**config.mk**
```make
export PLATFORM = sky130hd
export DESIGN_NAME = trma_queue
export DESIGN_NICKNAME = d
export VERILOG_FILES = /design/src/rtl/core/trma_pkg.sv /design/src/rtl/core/trma_queue.sv
export SDC_FILE = /design/constraint.sdc
export NUM_CORES = 1
export LEC_CHECK = 0
export ABC_AREA = 1
export BUFFER_PORTS_ARGS = -buffer_cell sky130_fd_sc_hd__buf_4
export CAP_MARGIN = 5
export CORE_UTILIZATION = 44
export DETAILED_ROUTE_END_ITERATION = 8
export PLACE_DENSITY = 0.69
export SLEW_MARGIN = 20
export SYNTH_ARGS = -nofsm -noshare
export SYNTH_HDL_FRONTEND = slang
export SYNTH_SLANG_ARGS = --single-unit
```
**constraint.sdc**
```tcl
create_clock -name clk -period 5.8 [get_ports clk]
set_input_delay 1.45 -clock clk [delete_from_list [all_inputs] [get_ports clk]]
set_output_delay 1.45 -clock clk [all_outputs]
set_load 0.01 [all_outputs]
```
**src/rtl/core/trma_pkg.sv**
```systemverilog
// Shared types and constants for the thinned running mean accumulator.
package trma_pkg;

  // Configuration register indexes
  localparam logic [1:0] REG_THIN   = 2'd0;
  localparam logic [1:0] REG_BURNIN = 2'd1;
  localparam logic [1:0] REG_TRACK  = 2'd2;

  // Q1.16 one for the nonzero fraction
  localparam logic [16:0] FRAC_ONE = 17'h10000;

  // Stored entry width: mean, square mean, inclusion fraction
  localparam int unsigned ENTRY_W = 32 + 48 + 17;

  typedef struct packed {
    logic [15:0] thin;
    logic [31:0] burnin;
    logic        track;
  } trma_cfg_t;

  // Classified item handed from front to back
  typedef struct packed {
    logic               acc;
    logic               in_range;
    logic [9:0]         elem;
    logic signed [31:0] value;
    logic [32:0]        k;
  } trma_item_t;

  typedef struct packed {
    logic clearing;
    logic busy;
  } trma_status_t;

  typedef enum logic [1:0] {
    F_IDLE,
    F_DIV,
    F_PUSH
  } trma_front_state_t;

  typedef enum logic [2:0] {
    B_CLEAR,
    B_IDLE,
    B_MUL,
    B_START,
    B_WAIT,
    B_DONE
  } trma_back_state_t;

endpackage

```
**src/rtl/core/trma_queue.sv**
```systemverilog
// Two-entry queue between front and back.
module trma_queue (
  input  logic                clk,
  input  logic                rst,
  input  logic                push,
  input  trma_pkg::trma_item_t push_item,
  input  logic                pop,
  output trma_pkg::trma_item_t head,
  output logic                full,
  output logic                empty
);
  import trma_pkg::*;

  trma_item_t  slots [2];
  logic        wr_ptr, rd_ptr;
  logic [1:0]  count;

  assign full  = count == 2'd2;
  assign empty = count == 2'd0;
  assign head  = slots[rd_ptr];

  always_ff @(posedge clk) begin
    if (rst) begin
      wr_ptr <= 1'b0;
      rd_ptr <= 1'b0;
      count  <= 2'd0;
    end else begin
      if (push) wr_ptr <= !wr_ptr;
      if (pop)  rd_ptr <= !rd_ptr;
      count <= count + {1'b0, push} - {1'b0, pop};
    end
  end

  always_ff @(posedge clk) begin
    if (push) slots[wr_ptr] <= push_item;
  end

endmodule

```
---- Word-level counts from Yosys, hierarchy flattened ----
Memories as Yosys holds them, arrays and structs flattened. A register that Yosys moved wholly into a read port is not among the register bits.
Cells that the tools add are included.
storage, ports and cells
  register bits ........................... 4
  RAM bits ................................ 154
  input port bits ......................... 81
  output and inout bits ................... 79
  memories ................................ 1
memory list
  name   words  bits a word  read ports  clocked after Yosys merged registers in  wr ports  RTL line          RTL
  slots  2      77           1           1                                        1         trma_queue.sv:14  trma_item_t slots [2];
operators by class
  add/sub/neg operators ................... 2
  eq/ne operators ......................... 1
  muxes and demuxes ....................... 4
  reduce and logical (&&, ||, !) cells .... 3
operators with widths
  kind                number
  $mux 1              4
  $add 2x1->2         1
  $eq 2x2->1 const B  1
  $logic_not 1->1     2
  $logic_not 2->1     1
  $sub 2x1->2         1

---- Longest topological paths before layout ----
Gate-level depths: netlist (run 1).
  depth after elaboration ................. 3
  depth in mapped cells ................... 7
  depth with buffers taken out ............ 7

---- Worst setup path before layout (run 1) ----
No wires, ideal clock.
  kind .................................... input to register
  start point ............................. input push
  end point ............................... memory slots[0][0] (netlist name) (enable)
  setup time .............................. 0.515 ns
  arrival ................................. 4.716 ns
  data required time ...................... 5.285 ns
  setup slack ............................. 0.569 ns
  stages on the path ...................... 2
  cells stage by stage .................... inv_1 > nor2_1
between the ends
  longest elaborated chain between the ends .. 2
RTL lines
  what                          RTL line          RTL
  from (decl)                   trma_queue.sv:5   input logic push,
  $mux 1                        trma_queue.sv:35  if (push) slots[wr_ptr] <= push_item;
  $mux 1 (not written as such)  trma_queue.sv:35
  to (decl)                     trma_queue.sv:14
No other way between the ends.

==> results of run 1 <==
==> stage by stage <==
step | worst slack [ns] | hold slack (ns) | util, % | total power, mW
global placement | 2.40 | 0.494 | 56.5 | 1.69
detailed placement | 2.40 | 0.523 | 56.5 | 1.70
floorplan | 0.569 | 0.480 | - | 1.54
CTS | 1.94 | 0.537 | 61.0 | 2.77
global route | 1.85 | 0.577 | 61.0 | 2.84
finish | 1.97 | 0.534 | 61.0 | 2.74
==> worst register-to-register path: cells and delay by family (launching register included) <==
kind / cells / cell delay (ns)
flops: 1 / 0.34
buf+inv: 1 / 0.78
simple gates: 1 / 0.45
==> state kept, by name, summed over array words and instances (netlist names), named ones only <==
| register | cells |
|---|---|
| count | 2 |
| slots | 154 |
| wr_ptr | 1 |
| rd_ptr | 1 |
==> synth_stat cells <==
library cell    n  area, um2
a21oi_1         1       5.00
edfxtp_1      154       4620
ha_1            2       25.0
nor2_1          8       30.0
nor3_1          1       5.00
buf_2           4       20.0
dfxtp_1         5        100
nand2_1         4       15.0
buf_6           2       22.5
mux2_2         47        529
buf_8           3       45.0
inv_1           8       30.0
mux2_4         30        450
xnor2_1         1       8.76
nand3_1         1       5.00
==> logic make-up after synthesis <==
kind of cell,after synthesis,share of synthesized area (%)
buffers and inverters,17,1.99
adders and majority gates,2,0.423
AOI/OAI and AO/OA,1,0.0845
DFF,159,79.9
muxes,77,16.6
xor gates and xnor gates,1,0.148
and+or+nand+nor,14,0.930
==> metal layers <==
layer,vias to the layer above,share of wire [%],wire [um],global-route usage (%)
met5,-,0,0,0
met2,110,51,5170,25.1
li1,1399,-,-,-
met4,0,0.88,90,8.17
met1,1408,40,4110,16.6
met3,7,8.2,833,7.17
==> final timing paths <==
check / to / slack, ns
worst min-delay path: rd_ptr$_SDFFE_PP0P_ / 0.53
worst max-delay path: head[15] / 1.97
worst max register to register: slots[0][18]$_DFFE_PP_ / 3.84
worst min register to register: rd_ptr$_SDFFE_PP0P_ / 0.53
==> final cells by class <==
cell class	count	area (um2)	area share [%]
clock buffers	25	495	6.31
clock inverters	7	85.1	1.08
inverters	8	31.3	0.398
multi-input cells	95	1080	13.8
flip-flops and latches	159	4730	60.2
well taps	172	215	2.74
repair buffers	162	1220	15.5
==> power by group through the flow <==
stage / Combinational [mW] / Sequential [mW] / Clock, mW
CTS: 0.314 / 1.36 / 1.10
global route: 0.329 / 1.37 / 1.14
floorplan: 0.173 / 1.37 / 0
global placement: 0.307 / 1.38 / 0
detailed placement: 0.312 / 1.39 / 0
finish: 0.307 / 1.36 / 1.07
==> results.yml, run 1 <==
outcome:
  status: "finished, final reports clean"
global_route:
  grt_pass1_wl_mm: 15.7
  grt_usage_pct: 15.4
  grt_max_degree: 62
  antenna_found_initial: 0
  grt_overflow: 0
  grt_pass1_vias: 3095
power:
  intPower_mw: 2.18
  seqPwrFrac_pct: 49.7
  peakVddDrop_mv: 0.175
  swShare_pct: 20.2
  power_density_nw_per_um2: 349
  combPwrFrac_pct: 11.2
  power.share.clock_pct: 39.1
  p_sw_uw: 555
  leakagePower_nw: 3.04
yosys:
  syn_inst: 271
  syn-cell-area_um2: 5920
  syn-num-nets: 354
  ys_seq_elements: 159
  ys_warn_count: 0
  avgSynthCellArea_um2: 21.8
  synth_cell_type_count: 15
  synth.yosys.seq_area_share_pct: 79.9
worst_setup_path:
  worst_path_most_repeated_cell: "buf_4"
  cp_max_fo: 49
  worstPathArrival_ns: 2.38
  crit_chain: "buf_4 -> mux2_2 -> buf_4"
  startpoint_type: "register"
  worst-path-stages: 3
  worstSetupPathType: "reg -> out"
  crit_family: "flip-flops"
  reg2reg_depth: 2
  crit_path_top_delay_cell: "dfxtp_4"
  cp_data_required_time_ns: 4.35
  cp-end-kind: "output port"
  rr_startpoint: "wr_ptr$_SDFFE_PP0P_"
  slowest_delay_ns: 0.80
  cp.buffers_inverters: 2
floorplan:
  die_height_um: 118
  start_util_pct: 45.9
  die-area_um2: 13900
  io_pins: 160
  fp.dieW_um: 118
  rows: 41
  coreArea_um2: 12900
timing:
  min_period_over_period_pct: 66.1
  drv_slew: 0
  fin_skew_ns: 0.00739
  max_freq_mhz: 261
  timing.final.crit_period_ns: 3.83
  worst_pin_slew_ns: 0.836
  rsz0062_at_grt: "false"
  setup_violations: 0
  slew_headroom_pct: 44.2
  finalHoldViolations: 0
  tns_ns: 0
drt:
  drt-total-wl_mm: 10.2
  drc: 0
  drtAntennaViolNets: 0
  post_drt_wl_per_cell_um: 16.2
  firstDrtPassIters: 5
  vias_per_cell: 4.66
  drt_iter0_markers: 153
  routed-via-count: 2924
final_layout:
  fillers: 957
  fin_cells: 628
  final_cell_mix: "buf_4, edfxtp_1, mux2_2, mux2_4, clkbuf_16"
  antenna_cells: 0
  drive_gt1_share_pct: 59.2
  stdcell_area_um2: 7850
  final_common_cell: "buf_4"
  num-nets-final: 526
  area_growth_pct: 32.7
clock_tree:
  cts_tree: "built"
  clockBufferDepth: 2
  cts_hold_buf: 0
  clk_latency_ns: 0.41
  cts-root-buf: "clkbuf_16"
  clk_pin_slew_worst_paths_ns: 0.05
  cts.sinks: 159
  cts_setup_buffers: 0
  cts.htree.levels: 4
  cts_resized: 0
  cts_buffers: 17
placed_design:
  place_inst: 596
  dpl_cell_area_um2: 7270
  port_buffers: 159
  place.gp.congestion: 0.686
  dp_hpwl_mm: 6.52
run:
  cap_violations: 0
hold_path:
  hold_class: "reg -> reg"
  min_delay_path_depth: 2
  min_from: "rd_ptr$_SDFFE_PP0P_"
Note: power is estimated with default switching activity, not from simulation.
==> run 2, diff against run 1 <==
- PLACE_DENSITY: 0.69 -> 0.71
- clock period: 5.8 -> 3.5 ns (I/O delays scaled with it)
==> results.yml, run 2 (same netlist as run 1, synthesis figures left out) <==
drt:
  met3_length_um: 804
  drt_iter0_markers: 134
  drc: 0
  highest_layer: "met4"
  firstDrtPassIters: 5
  wl_met2_mm: 5.07
  drt-total-wl_mm: 10.3
  drtAntennaViolNets: 0
  met1Wirelength_mm: 4.20
  routed-via-count: 3012
  post_drt_wl_per_cell_um: 16.4
  vias_per_cell: 4.78
hold_path:
  hold_class: "reg -> reg"
  min_from: "rd_ptr$_SDFFE_PP0P_"
timing:
  worst_pin_slew_ns: 0.654
  fin_skew_ns: 0.00551
  rsz0062_at_grt: "false"
  finalHoldViolations: 0
  whs_ns: 0.533
  max_freq_mhz: 347
  layout_setup_ws_ns: 0.615
  min_period_over_period_pct: 82.4
  setup_violations: 0
  tns_ns: 0
  drv_slew: 0
  slew_headroom_pct: 56.3
  timing.final.crit_period_ns: 2.88
clock_tree:
  cts_setup_buffers: 0
  cts_hold_buf: 0
  cts_resized: 0
  cts.htree.levels: 4
  cts-root-buf: "clkbuf_16"
  cts.sinks: 159
  clockBufferDepth: 2
  clk_pin_slew_worst_paths_ns: 0.06
  cts_tree: "built"
  cts_buffers: 17
  clk_latency_ns: 0.41
final_layout:
  seqCellArea_um2: 4730
  multi_input_area_um2: 1080
  stdcell_area_um2: 7910
  final_cell_mix: "buf_4, edfxtp_1, mux2_2, mux2_4, clkbuf_16"
  fillers: 961
  fin_cells: 630
  area_growth_pct: 33.7
  drive_gt1_share_pct: 59.6
  post-route-util_pct: 61.4
  largest-register: "slots"
  final_common_cell: "buf_4"
  antenna_cells: 0
  top_regs: "slots: 154 flops, count: 2 flops"
  largest_reg_flops: 154
  num-nets-final: 528
worst_setup_path:
  cp_data_required_time_ns: 2.62
  cp-end-kind: "output port"
  cp_max_fo: 43
  worstPathArrival_ns: 2.01
  slowest_delay_ns: 0.67
  crit_path_top_delay_cell: "dfxtp_4"
  worstSetupPathType: "reg -> out"
  crit_family: "flip-flops"
  rr_startpoint: "wr_ptr$_SDFFE_PP0P_"
  crit_chain: "buf_12 -> mux2_2 -> buf_4"
  r2r_slack_ns: 1.83
  startpoint_type: "register"
  cp.buffers_inverters: 2
power:
  power.share.clock_pct: 38.9
  combPwrFrac_pct: 11.6
  total_power_mw: 4.54
  intPower_mw: 3.62
  power_density_nw_per_um2: 575
  peakVddDrop_mv: 0.363
  swShare_pct: 20.4
  seqPwrFrac_pct: 49.4
  p_sw_uw: 929
  leakagePower_nw: 3.06
run:
  cap_violations: 0
floorplan:
  io_pins: 160
  die-area_um2: 13900
  rows: 41
  start_util_pct: 45.9
  die_height_um: 118
  coreArea_um2: 12900
  fp.dieW_um: 118
placed_design:
  dpl_cell_area_um2: 7320
  place_inst: 598
  place.gp.congestion: 0.699
  dp_hpwl_mm: 6.84
  post-place-ws_ns: 1.00
  port_buffers: 159
global_route:
  grt_pass1_vias: 3166
  grt_usage_pct: 15.7
  grt_max_degree: 44
  grt_pass1_wl_mm: 16.1
  grt_overflow: 0
  antenna_found_initial: 0
outcome:
  status: "finished, final reports clean"
run 2: worst min-delay path, delay by kind of cell (launching register included):
family,cells,cell delay (ns)
and+or+nand+nor,1,0.08
DFF,1,0.33
xor gates and xnor gates,1,0.09
run 2: routing by layer:
metal	up-vias	GRT usage, %
met5	-	0
met3	22	6.15
met4	0	8.09
met2	131	25.4
met1	1454	18.0
li1	1405	-
run 2: final timing paths:
path                                 end  cells after the start
setup reg to reg  slots[1][37]$_DFFE_PP_                      3
hold reg to reg      rd_ptr$_SDFFE_PP0P_                      2
setup / recovery                head[27]                      3
hold / removal       rd_ptr$_SDFFE_PP0P_                      2
run 2: layout make-up:
| class | instances | share of cell area [%] |
|---|---|---|
| well taps | 172 | 2.72 |
| clock buffers | 27 | 6.74 |
| repair buffers | 164 | 16.0 |
| clock inverters | 5 | 0.664 |
| flip-flops and latches | 159 | 59.8 |
| inverters | 8 | 0.395 |
| multi-input cells | 95 | 13.7 |
run 2: power groups by stage:
stage / sequential [mW] / combinational, mW / clock, mW
final: 2.25 / 0.529 / 1.77
after global routing: 2.26 / 0.566 / 1.89
after CTS: 2.25 / 0.539 / 1.81
after detailed placement: 2.29 / 0.537 / 0
after global placement: 2.28 / 0.525 / 0
after floorplan: 2.27 / 0.288 / 0
