### src/rtl/core/trma_pkg.sv
// Shared types and constants for the thinned running mean accumulator.
package trma_pkg;

  // Configuration register indexes
  localparam logic [1:0] REG_THIN   = 2'd0;
  localparam logic [1:0] REG_BURNIN = 2'd1;
  localparam logic [1:0] REG_TRACK  = 2'd2;

  // Q1.16 one for the nonzero fraction
  localparam logic [16:0] FRAC_ONE = 17'h10000;

  // Stored entry width: mean, square mean, inclusion fraction
  localparam int unsigned ENTRY_W = 32 + 48 + 17;

  typedef struct packed {
    logic [15:0] thin;
    logic [31:0] burnin;
    logic        track;
  } trma_cfg_t;

  // Classified item handed from front to back
  typedef struct packed {
    logic               acc;
    logic               in_range;
    logic [9:0]         elem;
    logic signed [31:0] value;
    logic [32:0]        k;
  } trma_item_t;

  typedef struct packed {
    logic clearing;
    logic busy;
  } trma_status_t;

  typedef enum logic [1:0] {
    F_IDLE,
    F_DIV,
    F_PUSH
  } trma_front_state_t;

  typedef enum logic [2:0] {
    B_CLEAR,
    B_IDLE,
    B_MUL,
    B_START,
    B_WAIT,
    B_DONE
  } trma_back_state_t;

endpackage

### src/rtl/core/trma_div.sv
// Restoring serial divider, one quotient bit per cycle.
module trma_div #(
  parameter int unsigned NW = 32,
  parameter int unsigned DW = 16
) (
  input  logic          clk,
  input  logic          rst,
  input  logic          start,
  input  logic [NW-1:0] num,
  input  logic [DW-1:0] den,
  output logic          busy,
  output logic [NW-1:0] quo,
  output logic [DW-1:0] rem
);

  localparam int unsigned CW = $clog2(NW + 1);

  logic [NW-1:0] shreg;
  logic [DW-1:0] part;
  logic [CW-1:0] cnt;
  logic [DW:0]   trial;
  logic [DW:0]   diff;
  logic          fits;

  // one trial subtraction
  assign trial = {part, shreg[NW-1]};
  assign diff  = trial - {1'b0, den};
  assign fits  = trial >= {1'b0, den};

  // control
  always_ff @(posedge clk) begin
    if (rst) begin
      busy <= 1'b0;
      cnt  <= '0;
    end else if (start) begin
      busy <= 1'b1;
      cnt  <= CW'(NW);
    end else if (busy) begin
      cnt <= cnt - 1'b1;
      if (cnt == CW'(1)) begin
        busy <= 1'b0;
      end
    end
  end

  // datapath
  always_ff @(posedge clk) begin
    if (start) begin
      shreg <= num;
      part  <= '0;
    end else if (busy) begin
      shreg <= {shreg[NW-2:0], fits};
      part  <= fits ? diff[DW-1:0] : trial[DW-1:0];
    end
  end

  assign quo = shreg;
  assign rem = part;

endmodule

### src/rtl/core/trma_front.sv
// Front end: accepts items, applies thinning and burn-in, forms the count.
module trma_front (
  input  logic                  clk,
  input  logic                  rst,
  input  trma_pkg::trma_cfg_t    cfg,
  input  trma_pkg::trma_status_t status,
  input  logic                  s_tvalid,
  output logic                  s_tready,
  input  logic [79:0]           s_tdata,
  input  logic                  q_full,
  output logic                  q_push,
  output trma_pkg::trma_item_t   q_item,
  input  logic [16:0]           num_elements
);
  import trma_pkg::*;

  trma_front_state_t state, state_next;

  logic        take;
  logic [15:0] thin;
  logic [31:0] iter_q, burn_q;
  logic [15:0] iter_r, burn_r;
  logic        iter_busy, burn_busy;
  logic [9:0]  elem;
  logic signed [31:0] value;
  logic        in_range;
  logic        ge_burn;
  logic [31:0] n;

  assign thin = (cfg.thin == 16'd0) ? 16'd1 : cfg.thin;

  // iteration / thin and its remainder
  trma_div #(.NW(32), .DW(16)) u_div_iter (
    .clk(clk), .rst(rst), .start(take), .num(s_tdata[31:0]), .den(thin),
    .busy(iter_busy), .quo(iter_q), .rem(iter_r)
  );

  // burn-in / thin
  trma_div #(.NW(32), .DW(16)) u_div_burn (
    .clk(clk), .rst(rst), .start(take), .num(cfg.burnin), .den(thin),
    .busy(burn_busy), .quo(burn_q), .rem(burn_r)
  );

  // next state
  always_comb begin
    state_next = state;
    case (state)
      F_IDLE:  if (take) state_next = F_DIV;
      F_DIV:   if (!iter_busy && !burn_busy) state_next = F_PUSH;
      F_PUSH:  if (!q_full) state_next = F_IDLE;
      default: state_next = F_IDLE;
    endcase
  end

  // outputs
  always_comb begin
    s_tready = 1'b0;
    q_push   = 1'b0;
    case (state)
      F_IDLE:  s_tready = !status.clearing;
      F_PUSH:  q_push = !q_full;
      default: ;
    endcase
  end

  assign take = s_tvalid && s_tready;

  always_ff @(posedge clk) begin
    if (rst) state <= F_IDLE;
    else     state <= state_next;
  end

  // item fields held while dividing
  always_ff @(posedge clk) begin
    if (take) begin
      elem     <= s_tdata[41:32];
      value    <= $signed(s_tdata[73:42]);
      in_range <= {7'd0, s_tdata[41:32]} < num_elements;
      ge_burn  <= s_tdata[31:0] >= cfg.burnin;
    end
  end

  assign n = iter_q - burn_q;

  always_comb begin
    q_item.acc      = in_range && ge_burn && (iter_r == 16'd0);
    q_item.in_range = in_range;
    q_item.elem     = elem;
    q_item.value    = value;
    q_item.k        = {1'b0, n} + 33'd1;
  end

endmodule

### config.mk
export PLATFORM = sky130hd
export DESIGN_NAME = trma_front
export DESIGN_NICKNAME = d
export VERILOG_FILES = /design/src/rtl/core/trma_pkg.sv /design/src/rtl/core/trma_div.sv /design/src/rtl/core/trma_front.sv
export SDC_FILE = /design/constraint.sdc
export NUM_CORES = 1
export LEC_CHECK = 0
export BUFFER_PORTS_ARGS = -buffer_cell sky130_fd_sc_hd__buf_4
export CORE_MARGIN = 2
export CORE_UTILIZATION = 61
export DETAILED_ROUTE_END_ITERATION = 16
export PLACE_DENSITY = 0.92
export SYNTH_ARGS = -nofsm -noshare
export SYNTH_HDL_FRONTEND = slang
export SYNTH_SLANG_ARGS = --single-unit
### constraint.sdc
create_clock -name clk -period 5.7 [get_ports clk]
set_clock_uncertainty 0.2 [all_clocks]
set_input_delay 0.285 -clock clk [delete_from_list [all_inputs] [get_ports clk]]
set_output_delay 0.285 -clock clk [all_outputs]
set_load 0.02 [all_outputs]
# Word level (Yosys, flattened, before mapping)
# Index checks and enable logic that the tools add are counted.
[classes]
add_sub_neg = 6
n_lt_le_gt_ge = 4
eq_ne = 7
n_mux = 23
n_reduce_logical = 15
[ops]
columns = ["operator", "count"]
rows = [
  ["$mux W32", 4],
  ["$mux W16", 3],
  ["$ge A17 B16 Y1", 2],
  ["$add A32 B1 Y33 const B", 1],
  ["$ge A32 B32 Y1", 1],
  ["$logic_not A16 Y1", 2],
  ["$sub A16 B16 Y16", 2],
  ["$sub A32 B32 Y32", 1],
  ["$mux W6", 4],
  ["$lt A10 B17 Y1", 1],
  ["$eq A6 B1 Y1 const B", 2],
  ["$sub A6 B1 Y6 const B", 2],
  ["$mux W1", 8],
  ["$mux W2", 3],
  ["$ne A2 B2 Y1 const B", 3],
  ["$pmux W2 S3", 1],
  ["$logic_and A1 B1 Y1", 4],
  ["$logic_not A1 Y1", 4],
  ["$reduce_bool A2 Y1", 2],
  ["$reduce_and A3 Y1", 1],
  ["$eq A2 B1 Y1 const B", 1],
  ["$eq A2 B2 Y1 const B", 1],
  ["$logic_not A2 Y1", 1],
  ["$reduce_or A2 Y1", 1],
]
[totals]
ff_bits = 156
inputBits = 152
output_inout_bits = 79
wordCells = 70

# Depth between registers and ports, before layout
[depth]
depth_word = 5
mapped_depth = 15
ltp_nobuf = 15

# Modules after synthesis
# A second synthesis with hierarchy kept.
[hier_totals]
cells_unflattened = 1273
area_unflattened_um2 = 11930.2
[by_module_without_submodules]
columns = ["mod", "n_inst", "cells_each", "area_per_inst_um2", "seq_area_each_um2"]
rows = [
  ["trma_front", 1, 613, 5266.3, 1361.3],
  ["trma_div at u_div_burn", 1, 351, 3473.3, 1421.4],
  ["trma_div at u_div_iter", 1, 309, 3190.6, 1421.4],
]

# Least setup slack after synthesis
# No wires, ideal clock.
[synth_timing]
kind = "register -> output"
from = "reg u_div_iter.shreg[0], in the netlist u_div_iter.quo[0]"
to = "out q_item[30] in the netlist's numbering"
t_arrival_ns = 3.662
required_ns = 5.215
setup_slack_ns = 1.553
stages_incl_launch_ff = 15
n_path_buf = 0
path_cell_list = "edfxtp_1 > inv_1 > ha_1 > inv_1 > fa_1 > a211o_1 > a21o_1 > a21oi_1 > o21ai_0 > xnor2_1 > nor4b_4 > nand4_4 > nor4_4 > nand4_2 > xnor2_1"
[synth_rtl]
columns = ["element", "line_no", "source"]
rows = [
  ["start, declared", "trma_div.sv:18", "logic [NW-1:0] shreg;"],
  ["start signal, assigned", "trma_div.sv:49", "shreg <= num;"],
  ["start signal, assigned", "trma_div.sv:52", "shreg <= {shreg[NW-2:0], fits};"],
  ["end, declared", "trma_front.sv:12", "output trma_pkg::trma_item_t q_item,"],
]

==> summary by stage <==
STA
The final setup slack of the worst path is 435.1 ps. The worst pin sits at a relative slew slack of 31.21%. The number of endpoints failing setup at the final stage is 0.

The worst path in the final design needs a cycle of 5265 ps, including I/O delays and setup. The final-report max-slew violation count is 0. Setup repair after global routing left no endpoint under its margin. The actual transition at the worst max-transition pin is 1029 ps. The final hold slack is approximately 5.9 ps. Based on the critical path, the design can be clocked at up to 189.9 MHz.

Setup total negative slack on the finished layout was measured at 0 ps. The share of the cycle needed by the critical path after routing is 92.37%. The hold violation count in the final report is 0.

Setup path
The total buffers and inverters traversed by the critical path is 3. Along the worst path, the maximum fanout reaches 6. The path depth of the worst reg2reg path is 11. STA classifies the critical path endpoint as an output pin. Traced cell by cell, the critical path runs through inv_1 -> ha_1 -> inv_1 -> fa_1 -> a211o_1 -> a21o_1 -> a21oi_1 -> o21ai_0 -> xnor2_1 -> nor4b_2 -> nand4_1 -> nor4_1 -> nand4_1 -> xor2_1 -> buf_4. In this design, the stage delay of the slowest critical-path cell is 460 ps. The total number of cells along the worst setup path is 15. Among all stages on the critical path, the largest delay is contributed by nor4b_2. The required time at the endpoint of the critical path is 5220 ps. On the critical path the largest part of the delay comes from simple AND/OR/NAND/NOR gates. The setup path with the least slack is of type flop to output pin. At the worst endpoint, the arrival time is 4780 ps. The worst setup path is launched from a flop.

Run status
The run finished with clean final reports.

Detailed routing
The routed design has 35560 um of wire. The first detailed-routing pass ran for 7 iterations. Using the TritonRoute via totals, the vias-per-cell ratio works out to 6.176. After the first detailed-routing iteration, the DRC count stood at about 1300. The average routed wire per standard cell is 19.81 um. For this run, design rule violations remaining after detail routing come to 0.

The detail route stage leaves a number of antenna-violating nets equal to 0. The final route contains 11090 vias.

Cells and area
The area growth from synthesis to layout is 31.55%. Once layout is complete, the utilization of the core stands at 81.06%. Of the cells placed in the final design, the portion with a size suffix greater than 1 is 18.15%. For this run, the number of standard cells in the final layout without fillers is 1795.

The cell area after layout is 0.01446 mm2. The number of nets in the layout is 1816.

Clock tree
The clock tree from TritonCTS is yes. The later pin in the worst-skew pair is clocked with a latency of 440 ps. The sink count of the clock tree is between 150 and 200. The total setup buffers inserted after CTS is 0. In this run, post-CTS repair resized a total of 0 instances. The tree is rooted in a clkbuf_16. The number of hold buffers added after CTS was roughly 100. The maximum buffer depth of the clock tree is 2. The clock tree synthesis step divided the H-tree into 4 levels. The clock-pin transition on the worst setup and hold timing paths is 60 ps.

The total CTS buffers is 17.

Logic synthesis
During synthesis, Yosys emitted a total of 0 warnings. Yosys mapped a number of flops with a built-in enable equal to 108. The mean instance size in the synthesized netlist is 8.873 um2. The number of nets in the synthesized netlist is 1503. The number of standard cells after synthesis is 1239. After synthesis the netlist holds a flip-flop and latch count of between 150 and 200. For this run, the leading register cell type out of synthesis is edfxtp_1. The number of distinct library cells after synthesis is 70.

The fraction of the yosys area taken by sequential cells is 38.24%. The proportion of synthesized flip-flops having asynchronous set or reset is 0%. In this run the cell area of the synthesized design comes to around 0.011 mm2.

Global routing
The largest net degree at the start of global routing is 102. The number of global-route vias before repair is 11080. The initial antenna violation count is 1. Global routing consumed, over all layers together, 36.24% of the routing resources. The first global-routing pass estimated 55580 um of wire. The total congestion overflow is 0.

Pwr
Of the total power, combinational logic draws 46.0%. The post-route total power is 4.950 mW. Dividing total power by cell area gives a power density of 342.3 mW/mm2. The share of total power consumed by net switching is 40.03%. Per report_power, the sequential group accounts for ~30% of the total.

The reported net switching power is 1.981 mW. The share of total power dissipated in the clock network is 23.9%. The internal power of the cells totals roughly 3 mW.

Across the VDD grid, the largest voltage drop is roughly 0.22 mV. The static leakage is approximately 6.6 nW.

Placement
The wire-length estimate of the detail-placed layout is 21720 um. The minimum setup slack after placement is 1093 ps. During placement, the flow inserted port buffers numbering 222. The cell count after placement is 1661. The placed instances occupy a cell area of around 0.013 mm2. Routability-driven placement finished with a final weighted congestion of ~0.92.

Die
The initial utilization of the core area, before any placement, comes to 61.62%. The die is ~140 um tall. The top-level I/O count is 231.

The standard-cell row count is a little under 50. The core footprint is 0.01784 mm2. The floorplan step defined a die boundary enclosing approximately 0.019 mm2. Measured along the x axis, the die boundary spans 138.2 um.

Min path
The worst hold path passes through 3 cells. The path class of the tightest hold or removal check is input port to flop.

Flow run
Across the run, the number of max-cap violations was 0.
-- power by group through the flow --
stage / Sequential, mW / Combinational (mW) / Clock, mW
6_report: 1.49 / 2.28 / 1.19
5_1_grt: 1.50 / 2.45 / 1.22
3_3_place_gp: 1.49 / 2.01 / 0
4_1_cts: 1.48 / 2.18 / 1.15
2_1_floorplan: 1.49 / 1.49 / 0
3_5_place_dp: 1.50 / 2.09 / 0
-- path summary, 6_finish.rpt --
| check | start | to | slack [ps] |
|---|---|---|---|
| max reg2reg | u_div_iter.rem[4]$_SDFFE_PP0P_ | u_div_iter.rem[0]$_SDFFE_PP0P_ | 1760 |
| min | cfg[1] | u_div_burn.quo[0]$_DFFE_PP_ | 6 |
| max | u_div_iter.quo[0]$_DFFE_PP_ | q_item[31] | 440 |
| min reg2reg | u_div_burn.rem[15]$_SDFFE_PP0P_ | u_div_burn.rem[15]$_SDFFE_PP0P_ | 290 |
-- tightest hold or removal path: stages --
cell and delay [ps]:
buf_4 90, nor2_1 40, a21oi_1 100
-- registers in the layout, indices dropped and copies added (netlist names) --
name / flops
u_div_iter.quo: 32
u_div_iter.busy: 1
elem: 10
u_div_burn.rem: 16
state: 2
u_div_iter.rem: 16
u_div_burn.busy: 1
u_div_burn.cnt: 6
u_div_iter.cnt: 6
ge_burn: 1
value: 32
u_div_burn.quo: 32
in_range: 1
-- layout make-up --
cell class,instances,area (um2)
diodes,1,2.502
clock buffers,18,429.2
clock inverters,14,161.4
fillers,1010,3379
inverters,114,430.4
multi-input cells,933,6217
flip-flops and latches,156,4204
well taps,229,286.5
repair buffers,330,2730
-- cell usage in the layout (no fill, tap or decap), drive strengths merged, types with 4 or more instances in the layout --
master	netlist	final
nand2	191	191
nor3b	6	6
or2	4	4
nor2b	14	14
nor4b	4	4
xor2	31	31
o211ai	10	10
buf	5	229
nor3	28	28
a31oi	6	6
nand3b	5	5
nand4	19	19
o22ai	4	4
mux2i	21	21
clkbuf	31	18
dfxtp	48	48
a21oi	104	104
a211o	4	4
o21ai	96	96
or3	7	7
edfxtp	108	108
ha	109	109
o21a	8	8
xnor2	53	53
nand2b	11	11
inv	114	118
clkinv	0	5
nor4	18	18
nor2	67	67
dlygate4sd3	0	101
a211oi	10	10
nand3	14	14
o21bai	12	12
a21o	37	37
-- kinds of logic (layout without fill, tap and decap cells) --
| family | count (synthesis) | after routing | synth area share [%] |
|---|---|---|---|
| multiplexers | 23 | 23 | 2.117 |
| XOR/XNOR | 84 | 84 | 6.693 |
| buffers and inverters | 150 | 476 | 5.224 |
| AND/OR/NAND/NOR | 397 | 397 | 17.39 |
| adder cells (fa/ha/maj) | 112 | 112 | 12.95 |
| other | 0 | 1 | 0 |
| flip-flops | 156 | 156 | 38.24 |
| AO/OA/AOI/OAI | 317 | 317 | 17.38 |
-- synth_stat cells, types with 7 or more instances --
cell	n	area, um2
mux2i_1	21	210.2
xor2_1	31	271.5
nand2_1	191	716.9
o21ai_0	93	465.5
edfxtp_1	108	3243
dfxtp_1	48	960.9
a21o_1	37	277.8
nor4_1	14	87.58
nand4_1	17	106.4
o21bai_1	12	90.09
nor2_1	67	251.5
o21a_1	8	60.06
nor2b_1	14	87.58
a21oi_1	103	515.5
clkbuf_1	30	112.6
inv_1	114	427.9
nand3_1	14	70.07
ha_1	109	1364
o211ai_1	10	75.07
xnor2_1	53	464.2
nand2b_1	11	68.82
nor3_1	27	135.1
or3_1	7	43.79
a211oi_1	10	75.07
-- routing by layer --
metal | up-vias | wire (um) | track usage [%]
met5 | - | 0 | 0
met4 | 0 | 2551 | 24.87
met3 | 197 | 3102 | 6.651
met2 | 759 | 17290 | 61.52
met1 | 5101 | 12610 | 41.68
li1 | 5029 | - | -
Power figures use the tool's default switching activity.
